**config.mk**
```make
export PLATFORM = sky130hd
export DESIGN_NAME = ogg_vorbis_page_scanner_top
export DESIGN_NICKNAME = d
export VERILOG_FILES = /design/src/hdl/ovps_pkg.sv /design/src/hdl/ovps_in_stage.sv /design/src/hdl/ovps_parser.sv /design/src/hdl/ovps_out_stage.sv /design/src/hdl/ogg_vorbis_page_scanner_top.sv
export SDC_FILE = /design/constraint.sdc
export NUM_CORES = 1
export LEC_CHECK = 0
export ABC_AREA = 1
export BUFFER_PORTS_ARGS = -buffer_cell sky130_fd_sc_hd__buf_4
export CELL_PAD_IN_SITES_DETAIL_PLACEMENT = 1
export CELL_PAD_IN_SITES_GLOBAL_PLACEMENT = 2
export CORE_MARGIN = 10
export CORE_UTILIZATION = 34
export CTS_BUF_LIST = sky130_fd_sc_hd__clkbuf_4 sky130_fd_sc_hd__clkbuf_8
export DETAILED_ROUTE_END_ITERATION = 10
export GPL_TIMING_DRIVEN = 0
export PLACE_DENSITY = 0.79
export SYNTH_ARGS = -nofsm -noshare
export SYNTH_HDL_FRONTEND = slang
export SYNTH_HIERARCHICAL = 1
export SYNTH_SLANG_ARGS = --single-unit
```
**constraint.sdc**
```tcl
create_clock -name clk -period 4.4 [get_ports clk]
set_input_delay 0.22 -clock clk [delete_from_list [all_inputs] [get_ports clk]]
set_output_delay 0.22 -clock clk [all_outputs]
set_load 0.03 [all_outputs]
```
**src/hdl/ovps_pkg.sv**
```systemverilog
// Shared types, constants and helpers for the Ogg page scanner.
// No dependencies; used by every module of the block.
package ovps_pkg;

	// Scanner phase, one-hot
	typedef enum logic [4:0] {
		PH_HUNT    = 5'b00001,
		PH_VERSION = 5'b00010,
		PH_HEADER  = 5'b00100,
		PH_SEGS    = 5'b01000,
		PH_BODY    = 5'b10000
	} phase_t;

	// Report status codes
	localparam logic [1:0] ST_OK         = 2'd0;
	localparam logic [1:0] ST_NO_ID      = 2'd1;
	localparam logic [1:0] ST_ZERO_PARAM = 2'd2;

	// Capture pattern "OggS": first three bytes and the last one
	localparam logic [23:0] CAPTURE_PREFIX = 24'h4F6767;
	localparam logic [7:0]  CAPTURE_LAST   = 8'h53;

	// Header layout
	localparam logic [4:0] HDR_FIRST_IDX   = 5'd5;   // first byte after version
	localparam logic [4:0] GRANULE_LO_IDX  = 5'd6;
	localparam logic [4:0] GRANULE_HI_IDX  = 5'd13;
	localparam logic [4:0] SEG_COUNT_IDX   = 5'd26;  // last header byte

	// Identification packet layout within the body
	localparam logic [15:0] ID_MARKER_LEN  = 16'd7;
	localparam logic [15:0] ID_CHAN_IDX    = 16'd11;
	localparam logic [15:0] ID_RATE_LO_IDX = 16'd12;
	localparam logic [15:0] ID_RATE_HI_IDX = 16'd15;
	localparam logic [15:0] ID_MIN_BODY    = 16'd16;

	// One input transaction held in the input register
	typedef struct packed {
		logic [7:0] data;
		logic       last;
	} byte_t;

	// One report
	typedef struct packed {
		logic [1:0]  status;
		logic [7:0]  channel_count;
		logic [31:0] sample_rate;
		logic [62:0] total_samples;
		logic        total_known;
	} result_t;

	// Identification marker 0x01 "vorbis"
	function automatic logic [7:0] id_marker_byte(input logic [2:0] idx);
		logic [7:0] val;
		case (idx)
			3'd0:    val = 8'h01;
			3'd1:    val = 8'h76;
			3'd2:    val = 8'h6F;
			3'd3:    val = 8'h72;
			3'd4:    val = 8'h62;
			3'd5:    val = 8'h69;
			3'd6:    val = 8'h73;
			default: val = 8'h00;
		endcase
		return val;
	endfunction

endpackage

```
**src/hdl/ovps_in_stage.sv**
```systemverilog
// Input register for the byte stream, with ready derived from downstream advance.
// Uses ovps_pkg::byte_t.
module ovps_in_stage (
	input  logic            clk,
	input  logic            arst_n,
	input  logic            in_valid,
	output logic            in_ready,
	input  ovps_pkg::byte_t in_byte,
	input  logic            advance,
	output logic            valid_s1,
	output ovps_pkg::byte_t byte_s1
);

	logic valid_q;

	// Free when empty or when the held byte moves on this cycle
	assign in_ready = !valid_q || advance;
	assign valid_s1 = valid_q;

	always_ff @(posedge clk or negedge arst_n) begin
		if (!arst_n) begin
			valid_q <= 1'b0;
		end else if (in_ready) begin
			valid_q <= in_valid;
		end
	end

	// Payload, no reset needed
	always_ff @(posedge clk) begin
		if (in_ready && in_valid) begin
			byte_s1 <= in_byte;
		end
	end

endmodule

```
**src/hdl/ovps_parser.sv**
```systemverilog
// Page parser state: capture hunt, header, segment table, body, commit.
// Uses ovps_pkg types, constants and the marker table.
module ovps_parser (
	input  logic              clk,
	input  logic              arst_n,
	input  logic              advance,
	input  ovps_pkg::byte_t   byte_s1,
	output ovps_pkg::result_t result
);

	ovps_pkg::phase_t phase_q, phase_d;
	logic [23:0] window_q, window_d;
	logic [4:0]  hidx_q, hidx_d;
	logic [7:0]  segcnt_q, segcnt_d;
	logic [7:0]  segseen_q, segseen_d;
	logic [15:0] blen_q, blen_d;
	logic [15:0] bseen_q, bseen_d;
	logic [63:0] gran_q, gran_d;
	logic        idok_q, idok_d;
	logic [7:0]  pch_q, pch_d;
	logic [31:0] prate_q, prate_d;
	logic        idfound_q, idfound_d;
	logic [7:0]  kch_q, kch_d;
	logic [31:0] krate_q, krate_d;
	logic [62:0] ktot_q, ktot_d;
	logic        ktval_q, ktval_d;
	logic        start_body, commit;
	logic [4:0]  glane;
	logic [7:0]  b;

	assign b     = byte_s1.data;
	assign glane = hidx_q - ovps_pkg::GRANULE_LO_IDX;

	// Next-state logic for one byte
	always_comb begin
		phase_d    = phase_q;
		window_d   = window_q;
		hidx_d     = hidx_q;
		segcnt_d   = segcnt_q;
		segseen_d  = segseen_q;
		blen_d     = blen_q;
		bseen_d    = bseen_q;
		gran_d     = gran_q;
		idok_d     = idok_q;
		pch_d      = pch_q;
		prate_d    = prate_q;
		idfound_d  = idfound_q;
		kch_d      = kch_q;
		krate_d    = krate_q;
		ktot_d     = ktot_q;
		ktval_d    = ktval_q;
		start_body = 1'b0;
		commit     = 1'b0;

		case (phase_q)
			ovps_pkg::PH_VERSION: begin
				if (b == 8'd0) begin
					phase_d = ovps_pkg::PH_HEADER;
					hidx_d  = ovps_pkg::HDR_FIRST_IDX;
					gran_d  = 64'd0;
				end else begin
					phase_d  = ovps_pkg::PH_HUNT;
					window_d = {16'd0, b};
				end
			end
			ovps_pkg::PH_HEADER: begin
				if (hidx_q >= ovps_pkg::GRANULE_LO_IDX && hidx_q <= ovps_pkg::GRANULE_HI_IDX) begin
					gran_d[{glane[2:0], 3'b000} +: 8] = b;
				end
				if (hidx_q >= ovps_pkg::SEG_COUNT_IDX) begin
					segcnt_d  = b;
					segseen_d = 8'd0;
					blen_d    = 16'd0;
					if (b == 8'd0) begin
						start_body = 1'b1;
					end else begin
						phase_d = ovps_pkg::PH_SEGS;
					end
				end else begin
					hidx_d = hidx_q + 5'd1;
				end
			end
			ovps_pkg::PH_SEGS: begin
				blen_d    = blen_q + {8'd0, b};
				segseen_d = segseen_q + 8'd1;
				if (segseen_d >= segcnt_q) begin
					start_body = 1'b1;
				end
			end
			ovps_pkg::PH_BODY: begin
				if (bseen_q < ovps_pkg::ID_MARKER_LEN &&
				    b != ovps_pkg::id_marker_byte(bseen_q[2:0])) begin
					idok_d = 1'b0;
				end
				if (bseen_q == ovps_pkg::ID_CHAN_IDX) begin
					pch_d = b;
				end
				if (bseen_q >= ovps_pkg::ID_RATE_LO_IDX && bseen_q <= ovps_pkg::ID_RATE_HI_IDX) begin
					prate_d[{bseen_q[1:0], 3'b000} +: 8] = b;
				end
				bseen_d = bseen_q + 16'd1;
				if (bseen_d >= blen_q) begin
					commit = 1'b1;
				end
			end
			default: begin
				// Hunting, also for any stray phase code
				phase_d = ovps_pkg::PH_HUNT;
				if (window_q == ovps_pkg::CAPTURE_PREFIX && b == ovps_pkg::CAPTURE_LAST) begin
					phase_d  = ovps_pkg::PH_VERSION;
					window_d = 24'd0;
				end else begin
					window_d = {window_q[15:0], b};
				end
			end
		endcase

		// Segment table done: set up body capture
		if (start_body) begin
			bseen_d = 16'd0;
			idok_d  = 1'b1;
			pch_d   = 8'd0;
			prate_d = 32'd0;
			if (blen_d == 16'd0) begin
				commit = 1'b1;
			end else begin
				phase_d = ovps_pkg::PH_BODY;
			end
		end

		// Complete page: keep granule and first identification
		if (commit) begin
			if (gran_d != 64'd0 && !gran_d[63]) begin
				ktot_d  = gran_d[62:0];
				ktval_d = 1'b1;
			end
			if (!idfound_q && idok_d && blen_d >= ovps_pkg::ID_MIN_BODY) begin
				kch_d     = pch_d;
				krate_d   = prate_d;
				idfound_d = 1'b1;
			end
			phase_d  = ovps_pkg::PH_HUNT;
			window_d = 24'd0;
		end
	end

	// Report from the state after this byte
	always_comb begin
		if (!idfound_d) begin
			result.status = ovps_pkg::ST_NO_ID;
		end else if (kch_d == 8'd0 || krate_d == 32'd0) begin
			result.status = ovps_pkg::ST_ZERO_PARAM;
		end else begin
			result.status = ovps_pkg::ST_OK;
		end
		result.channel_count = kch_d;
		result.sample_rate   = krate_d;
		result.total_samples = ktval_d ? ktot_d : 63'd0;
		result.total_known   = ktval_d;
	end

	// State registers; the end of a stream returns everything to reset
	always_ff @(posedge clk or negedge arst_n) begin
		if (!arst_n) begin
			phase_q   <= ovps_pkg::PH_HUNT;
			window_q  <= '0;
			hidx_q    <= '0;
			segcnt_q  <= '0;
			segseen_q <= '0;
			blen_q    <= '0;
			bseen_q   <= '0;
			gran_q    <= '0;
			idok_q    <= 1'b0;
			pch_q     <= '0;
			prate_q   <= '0;
			idfound_q <= 1'b0;
			kch_q     <= '0;
			krate_q   <= '0;
			ktot_q    <= '0;
			ktval_q   <= 1'b0;
		end else if (advance) begin
			if (byte_s1.last) begin
				phase_q   <= ovps_pkg::PH_HUNT;
				window_q  <= '0;
				hidx_q    <= '0;
				segcnt_q  <= '0;
				segseen_q <= '0;
				blen_q    <= '0;
				bseen_q   <= '0;
				gran_q    <= '0;
				idok_q    <= 1'b0;
				pch_q     <= '0;
				prate_q   <= '0;
				idfound_q <= 1'b0;
				kch_q     <= '0;
				krate_q   <= '0;
				ktot_q    <= '0;
				ktval_q   <= 1'b0;
			end else begin
				phase_q   <= phase_d;
				window_q  <= window_d;
				hidx_q    <= hidx_d;
				segcnt_q  <= segcnt_d;
				segseen_q <= segseen_d;
				blen_q    <= blen_d;
				bseen_q   <= bseen_d;
				gran_q    <= gran_d;
				idok_q    <= idok_d;
				pch_q     <= pch_d;
				prate_q   <= prate_d;
				idfound_q <= idfound_d;
				kch_q     <= kch_d;
				krate_q   <= krate_d;
				ktot_q    <= ktot_d;
				ktval_q   <= ktval_d;
			end
		end
	end

endmodule

```
**src/hdl/ovps_out_stage.sv**
```systemverilog
// Result register holding one report until the receiver takes it.
// Uses ovps_pkg::result_t.
module ovps_out_stage (
	input  logic              clk,
	input  logic              arst_n,
	input  logic              load,
	input  ovps_pkg::result_t result,
	output logic              out_valid,
	input  logic              out_ready,
	output logic              free,
	output ovps_pkg::result_t result_s2
);

	logic valid_q;

	assign out_valid = valid_q;
	assign free      = !valid_q || out_ready;

	always_ff @(posedge clk or negedge arst_n) begin
		if (!arst_n) begin
			valid_q <= 1'b0;
		end else if (load) begin
			valid_q <= 1'b1;
		end else if (out_ready) begin
			valid_q <= 1'b0;
		end
	end

	always_ff @(posedge clk) begin
		if (load) begin
			result_s2 <= result;
		end
	end

endmodule

```
**src/hdl/ogg_vorbis_page_scanner_top.sv**
```systemverilog
// Ogg page scanner with Vorbis identification pickup: top level.
// Depends on ovps_pkg, ovps_in_stage, ovps_parser, ovps_out_stage.
//
// Usage:
//   Bytes of an Ogg stream enter on the s_axis channel, one per transaction;
//   s_axis_tlast marks the final byte of a stream. The scanner finds pages,
//   reads header, segment table and body, and keeps the granule position and
//   Vorbis channel count and sample rate of complete pages only.
//   After the tlast byte, one report leaves on the m_axis channel; then all
//   state returns to its reset values and the next byte starts a new stream.
//   Throughput: one byte per cycle while no tlast byte waits for the output
//   register; each byte passes the input register and then the parser logic.
//   The report enters the output register as the tlast byte leaves the parser.
//   Stall: the output register holds the report while m_axis_tready is low;
//   bytes keep flowing until a second tlast byte reaches the parser, which then
//   waits in the input register and drops s_axis_tready.
//   Reset: arst_n clears the scanner state and both valid flags at once;
//   no result is pending and the scanner is hunting for a capture pattern.
module ogg_vorbis_page_scanner_top (
	input  logic         clk,
	input  logic         arst_n,
	input  logic         s_axis_tvalid,
	output logic         s_axis_tready,
	input  logic [7:0]   s_axis_tdata,   // [7:0] data_byte
	input  logic         s_axis_tlast,   // end_of_stream
	output logic         m_axis_tvalid,
	input  logic         m_axis_tready,
	output logic [111:0] m_axis_tdata,   // [1:0] status, [9:2] channel_count,
	                                     // [41:10] sample_rate, [104:42] total_samples,
	                                     // [111:105] zero
	output logic         m_axis_tuser    // total_known
);

	ovps_pkg::byte_t   in_byte, byte_s1;
	ovps_pkg::result_t result, result_s2;
	logic valid_s1, advance, out_free;

	assign in_byte.data = s_axis_tdata;
	assign in_byte.last = s_axis_tlast;

	// Move the held byte unless it would produce a report with no room for it
	assign advance = valid_s1 && (!byte_s1.last || out_free);

	ovps_in_stage u_in (
		.clk      (clk),
		.arst_n   (arst_n),
		.in_valid (s_axis_tvalid),
		.in_ready (s_axis_tready),
		.in_byte  (in_byte),
		.advance  (advance),
		.valid_s1 (valid_s1),
		.byte_s1  (byte_s1)
	);

	ovps_parser u_parser (
		.clk     (clk),
		.arst_n  (arst_n),
		.advance (advance),
		.byte_s1 (byte_s1),
		.result  (result)
	);

	ovps_out_stage u_out (
		.clk       (clk),
		.arst_n    (arst_n),
		.load      (advance && byte_s1.last),
		.result    (result),
		.out_valid (m_axis_tvalid),
		.out_ready (m_axis_tready),
		.free      (out_free),
		.result_s2 (result_s2)
	);

	assign m_axis_tdata = {7'd0, result_s2.total_samples, result_s2.sample_rate,
	                       result_s2.channel_count, result_s2.status};
	assign m_axis_tuser = result_s2.total_known;

	// A held byte that cannot move stays held
	a_hold_s1: assert property (@(posedge clk) disable iff (!arst_n)
		valid_s1 && !advance |=> valid_s1)
		else $error("input register lost a byte");

	// A report is never loaded over one still waiting
	a_no_overwrite: assert property (@(posedge clk) disable iff (!arst_n)
		advance && byte_s1.last |-> !m_axis_tvalid || m_axis_tready)
		else $error("report overwritten");

	// Status ok only with nonzero parameters
	a_ok_params: assert property (@(posedge clk) disable iff (!arst_n)
		m_axis_tvalid && result_s2.status == ovps_pkg::ST_OK |->
		result_s2.channel_count != 8'd0 && result_s2.sample_rate != 32'd0)
		else $error("ok status with zero parameter");

	// Without identification no parameters are reported
	a_no_id_zero: assert property (@(posedge clk) disable iff (!arst_n)
		m_axis_tvalid && result_s2.status == ovps_pkg::ST_NO_ID |->
		result_s2.channel_count == 8'd0 && result_s2.sample_rate == 32'd0)
		else $error("parameters without identification");

	// Unknown total reads as zero
	a_total_zero: assert property (@(posedge clk) disable iff (!arst_n)
		m_axis_tvalid && !result_s2.total_known |-> result_s2.total_samples == 63'd0)
		else $error("total reported while unknown");

endmodule

```
==> impl_metrics.env <==
export IMPL_htree_num_levels=3
export IMPL_critical_path_top_delay_family="simple AND/OR/NAND/NOR gates"
export IMPL_portBuffers=120
export IMPL_period_minus_slack_ns=4.37
export IMPL_ys_flop_type="dfrtp_1"
export IMPL_rr_startpoint="u_in/byte_s1[1]"
export IMPL_yosys_area_top_type="dfrtp_1"
export IMPL_utilization_pct=42.1
export IMPL_async_reset_ff_share_pct=71.9
export IMPL_synth_seq_cells=409
export IMPL_antenna_found_initial=2
export IMPL_ant_nets=0
export IMPL_grt_setup_unrepaired="true"
export IMPL_layout_setup_ws_ns=0.0324
export IMPL_cp_start_kind="flop"
export IMPL_crit_required_ns=4.80
export IMPL_path_cells="buf_2 > inv_4 > nand2_1 > nor3_1 > nand3_1 > nand2_1 > nand2_2 > inv_2 > o21ai_1 > a21oi_1 > nand3_1 > nor2_1 > nand2_1 > nor2_1 > nand2_4 > nand3_4 > buf_12 > clkbuf_16 > nand2_1 > nand2_1 > nor2_1"
export IMPL_syn_area_per_cell_um2=7.95
export IMPL_die_area_um2=74300
export IMPL_ys_types=49
export IMPL_cp_max_fo=9
export IMPL_io_pins=128
export IMPL_viasPerCell=5.13
export IMPL_synth_most_common_cell="nand2_1"
export IMPL_clk_transition_reported_paths_ns=0.06
export IMPL_coreArea_um2=63100
export IMPL_drive_above_1_share_pct=16.9
export IMPL_relSlewSlack_pct=19.5
export IMPL_drt_wl_total_mm=79.0
export IMPL_syn_cell_area_um2=21700
export IMPL_critPathArrivalTime_ns=4.77
export IMPL_place_congestion=0.926
export IMPL_drt_iter0_drc=1313
export IMPL_clk_latency_ns=0.66
export IMPL_cpMostUsedCell="nand2_1"
export IMPL_ys_warn_count=6
export IMPL_n_fill_cell=7766
export IMPL_final_hold_viol_count=0
export IMPL_drcViolationCount=0
export IMPL_cts_sink_count=409
export IMPL_grt_start_max_net_pins=112
export IMPL_synthToLayoutAreaGrowth_pct=22.5
export IMPL_num_rows=92
export IMPL_worst_path_buf_inv=5
export IMPL_cts_root_buffer="clkbuf_8"
export IMPL_dp_hpwl_mm=56.9
export IMPL_ir_worst_vdd_mv=0.187
export IMPL_grt_use_total_pct=20.9
export IMPL_setup_viol=0
export IMPL_drv_cap=0
export IMPL_power_density_nw_per_um2=339
export IMPL_die_x_um=273
export IMPL_status="finished clean"
export IMPL_cts_max_path_buffers=3
export IMPL_critPathSlowestCell="edfxtp_1"
export IMPL_drv_slew=0
export IMPL_first_pass_iters=5
export IMPL_grt_pass1_vias=21100
export IMPL_layout_nets=3062
export IMPL_cts_tree="built"
export IMPL_numCtsBuffers=78
export IMPL_initial_utilization_pct=34.4
export IMPL_worst_slew_pin_slew_ns=1.21
export IMPL_worstSetupPathType="reg -> reg"
export IMPL_yosysSeqAreaShare_pct=49.8
export IMPL_synth_edf_count=115
export IMPL_seqCellArea_um2=10800
export IMPL_wl_per_cell_um=20.2
export IMPL_fp_dieH_um=273
export IMPL_synth_top_area_share_pct=33.8
export IMPL_endpoint_kind="flop"
export IMPL_grt_pass1_wl_mm=123
export IMPL_synth_area_leaders="dfrtp_1 (34%), edfxtp_1 (16%), nand2_1 (11%), inv_1 (7.8%), o22ai_1 (5.4%)"
export IMPL_fmax_mhz=229
export IMPL_overflow=0
export IMPL_min_path_type="in -> async"
export IMPL_critPathMaxStageDelay_ns=0.48
export IMPL_vias=20100
export IMPL_crit_path_start="u_in/byte_s1[1]"
export IMPL_synth_cells=2728
export IMPL_post_place_ws_ns=-1.63
export IMPL_p_total_mw=9.01
export IMPL_finalClockSkew_ns=0.0329
export IMPL_multi_input_area_um2=8850
export IMPL_leakage_nw=12.4
export IMPL_synth_top_cells_by_count="nand2_1 (641), inv_1 (448), dfrtp_1 (293)"
export IMPL_period_share_pct=99.3
==> cell type report <==
cell class              instances  area share (%)
multi-input cells            1702            33.3
diodes                          2          0.0188
plain buffers                 138            3.03
well taps                     846            3.99
clock buffers                 112            5.26
inverters                     485            6.99
flip-flops and latches        409            40.7
clock inverters                33           0.598
repair buffers                184            6.07
==> cells in the final DEF (no fill, tap or decap), types with 9 or more instances in the layout <==
cell type | synthesis | routed
buf_8 | 0 | 10
dlygate4sd3_1 | 0 | 12
clkbuf_4 | 0 | 26
xor2_1 | 15 | 14
dfrtp_1 | 293 | 290
inv_2 | 32 | 34
o22ai_1 | 187 | 185
nor2_1 | 200 | 178
buf_4 | 21 | 179
nand3_2 | 0 | 15
nand2_2 | 6 | 31
nand4_1 | 106 | 106
a21oi_1 | 38 | 35
nand2_1 | 641 | 613
clkbuf_1 | 81 | 68
inv_1 | 448 | 440
buf_2 | 25 | 11
nand3_1 | 205 | 189
clkinv_1 | 4 | 18
edfxtp_1 | 115 | 115
buf_1 | 11 | 10
o21ai_0 | 161 | 150
ha_1 | 50 | 48
o21ai_1 | 10 | 15
nor3_1 | 24 | 18
clkbuf_2 | 0 | 9
nor2_2 | 1 | 22
clkbuf_8 | 0 | 89
clkinv_2 | 1 | 13
==> metal layers <==
layer	up-vias	global-route usage, %	part of all wire, %
li1	9495	-	-
met1	9986	27.4	45
met2	452	33.9	47
met3	132	3.97	5.6
met4	0	7.84	3.2
met5	-	0	0
==> path summary, 6_finish.rpt <==
path | slack, ns | cells past startpoint | end
worst max register to register | 0.03 | 21 | u_out/result_s2[3]
worst min register to register | 0.48 | 2 | u_parser/ktot_q[8]
worst min-delay path | 0.16 | 2 | u_parser/blen_q[12]
worst max-delay path | 0.03 | 21 | u_out/result_s2[3]
max in group asynchronous | 3.11 | 3 | u_parser/ktot_q[41]
min in group clk | 0.29 | 2 | u_in/byte_s1[4]
==> power by group <==
group / switching [mW] / leakage (nW) / internal, mW
sequential: 0.0674 / 5.17 / 4.04
clock: 1.73 / 0.823 / 2.05
combinational: 0.836 / 6.45 / 0.285
total: 2.64 / 12.4 / 6.37
==> worst register-to-register path: stages (launching register included) <==
cell and delay, ns:
edfxtp_1 0.48, buf_2 0.30, inv_4 0.22, nand2_1 0.08, nor3_1 0.15, nand3_1 0.23, nand2_1 0.24, nand2_2 0.13
inv_2 0.17, o21ai_1 0.14, a21oi_1 0.48, nand3_1 0.19, nor2_1 0.13, nand2_1 0.05, nor2_1 0.17, nand2_4 0.17
nand3_4 0.23, buf_12 0.18, clkbuf_16 0.16, nand2_1 0.07, nand2_1 0.11, nor2_1 0.05
==> registers in the layout (all words and copies together) (netlist names), 8 cells and up <==
signal and count:
u_out/result_s2 106, u_parser/gran_q 64, u_parser/ktot_q 63, u_parser/krate_q 32
u_parser/prate_q 32, u_parser/window_q 24, u_parser/blen_q 16, u_parser/bseen_q 16
u_in/byte_s1 9, u_parser/kch_q 8, u_parser/pch_q 8, u_parser/segcnt_q 8
u_parser/segseen_q 8
==> through the flow <==
step	instance area, um^2	hold slack [ns]	instances	setup TNS (ns)
after floorplan	21700	-0.0756	2734	0
after global placement	23700	0.399	3700	-240.89
after global routing	26600	0.228	3910	-8.23
final	26600	0.164	3911	0
after detailed placement	23800	0.303	3703	-271.71
after CTS	26000	0.169	3883	-0.0138
==> repair_timing <==
item | 4_1_cts | 5_1_grt
resized for setup | 93 | 116
pin swaps | 24 | 35
endpoints found under the setup margin | 247 | 182
hold buffers | 12 | 0
cloned | 0 | 5
hold endpoints to repair | 95 | 0
buffers inserted | 23 | 21
==> cells by family after synthesis <==
group,share of synthesized area [%]
AO/OA/AOI/OAI,11.3
XOR/XNOR,0.606
adder cells (fa/ha/maj),2.98
buffers and inverters,11.3
flip-flops,49.8
other,0.0173
AND/OR/NAND/NOR,24.0
Note: power is estimated with default switching activity, not from simulation.
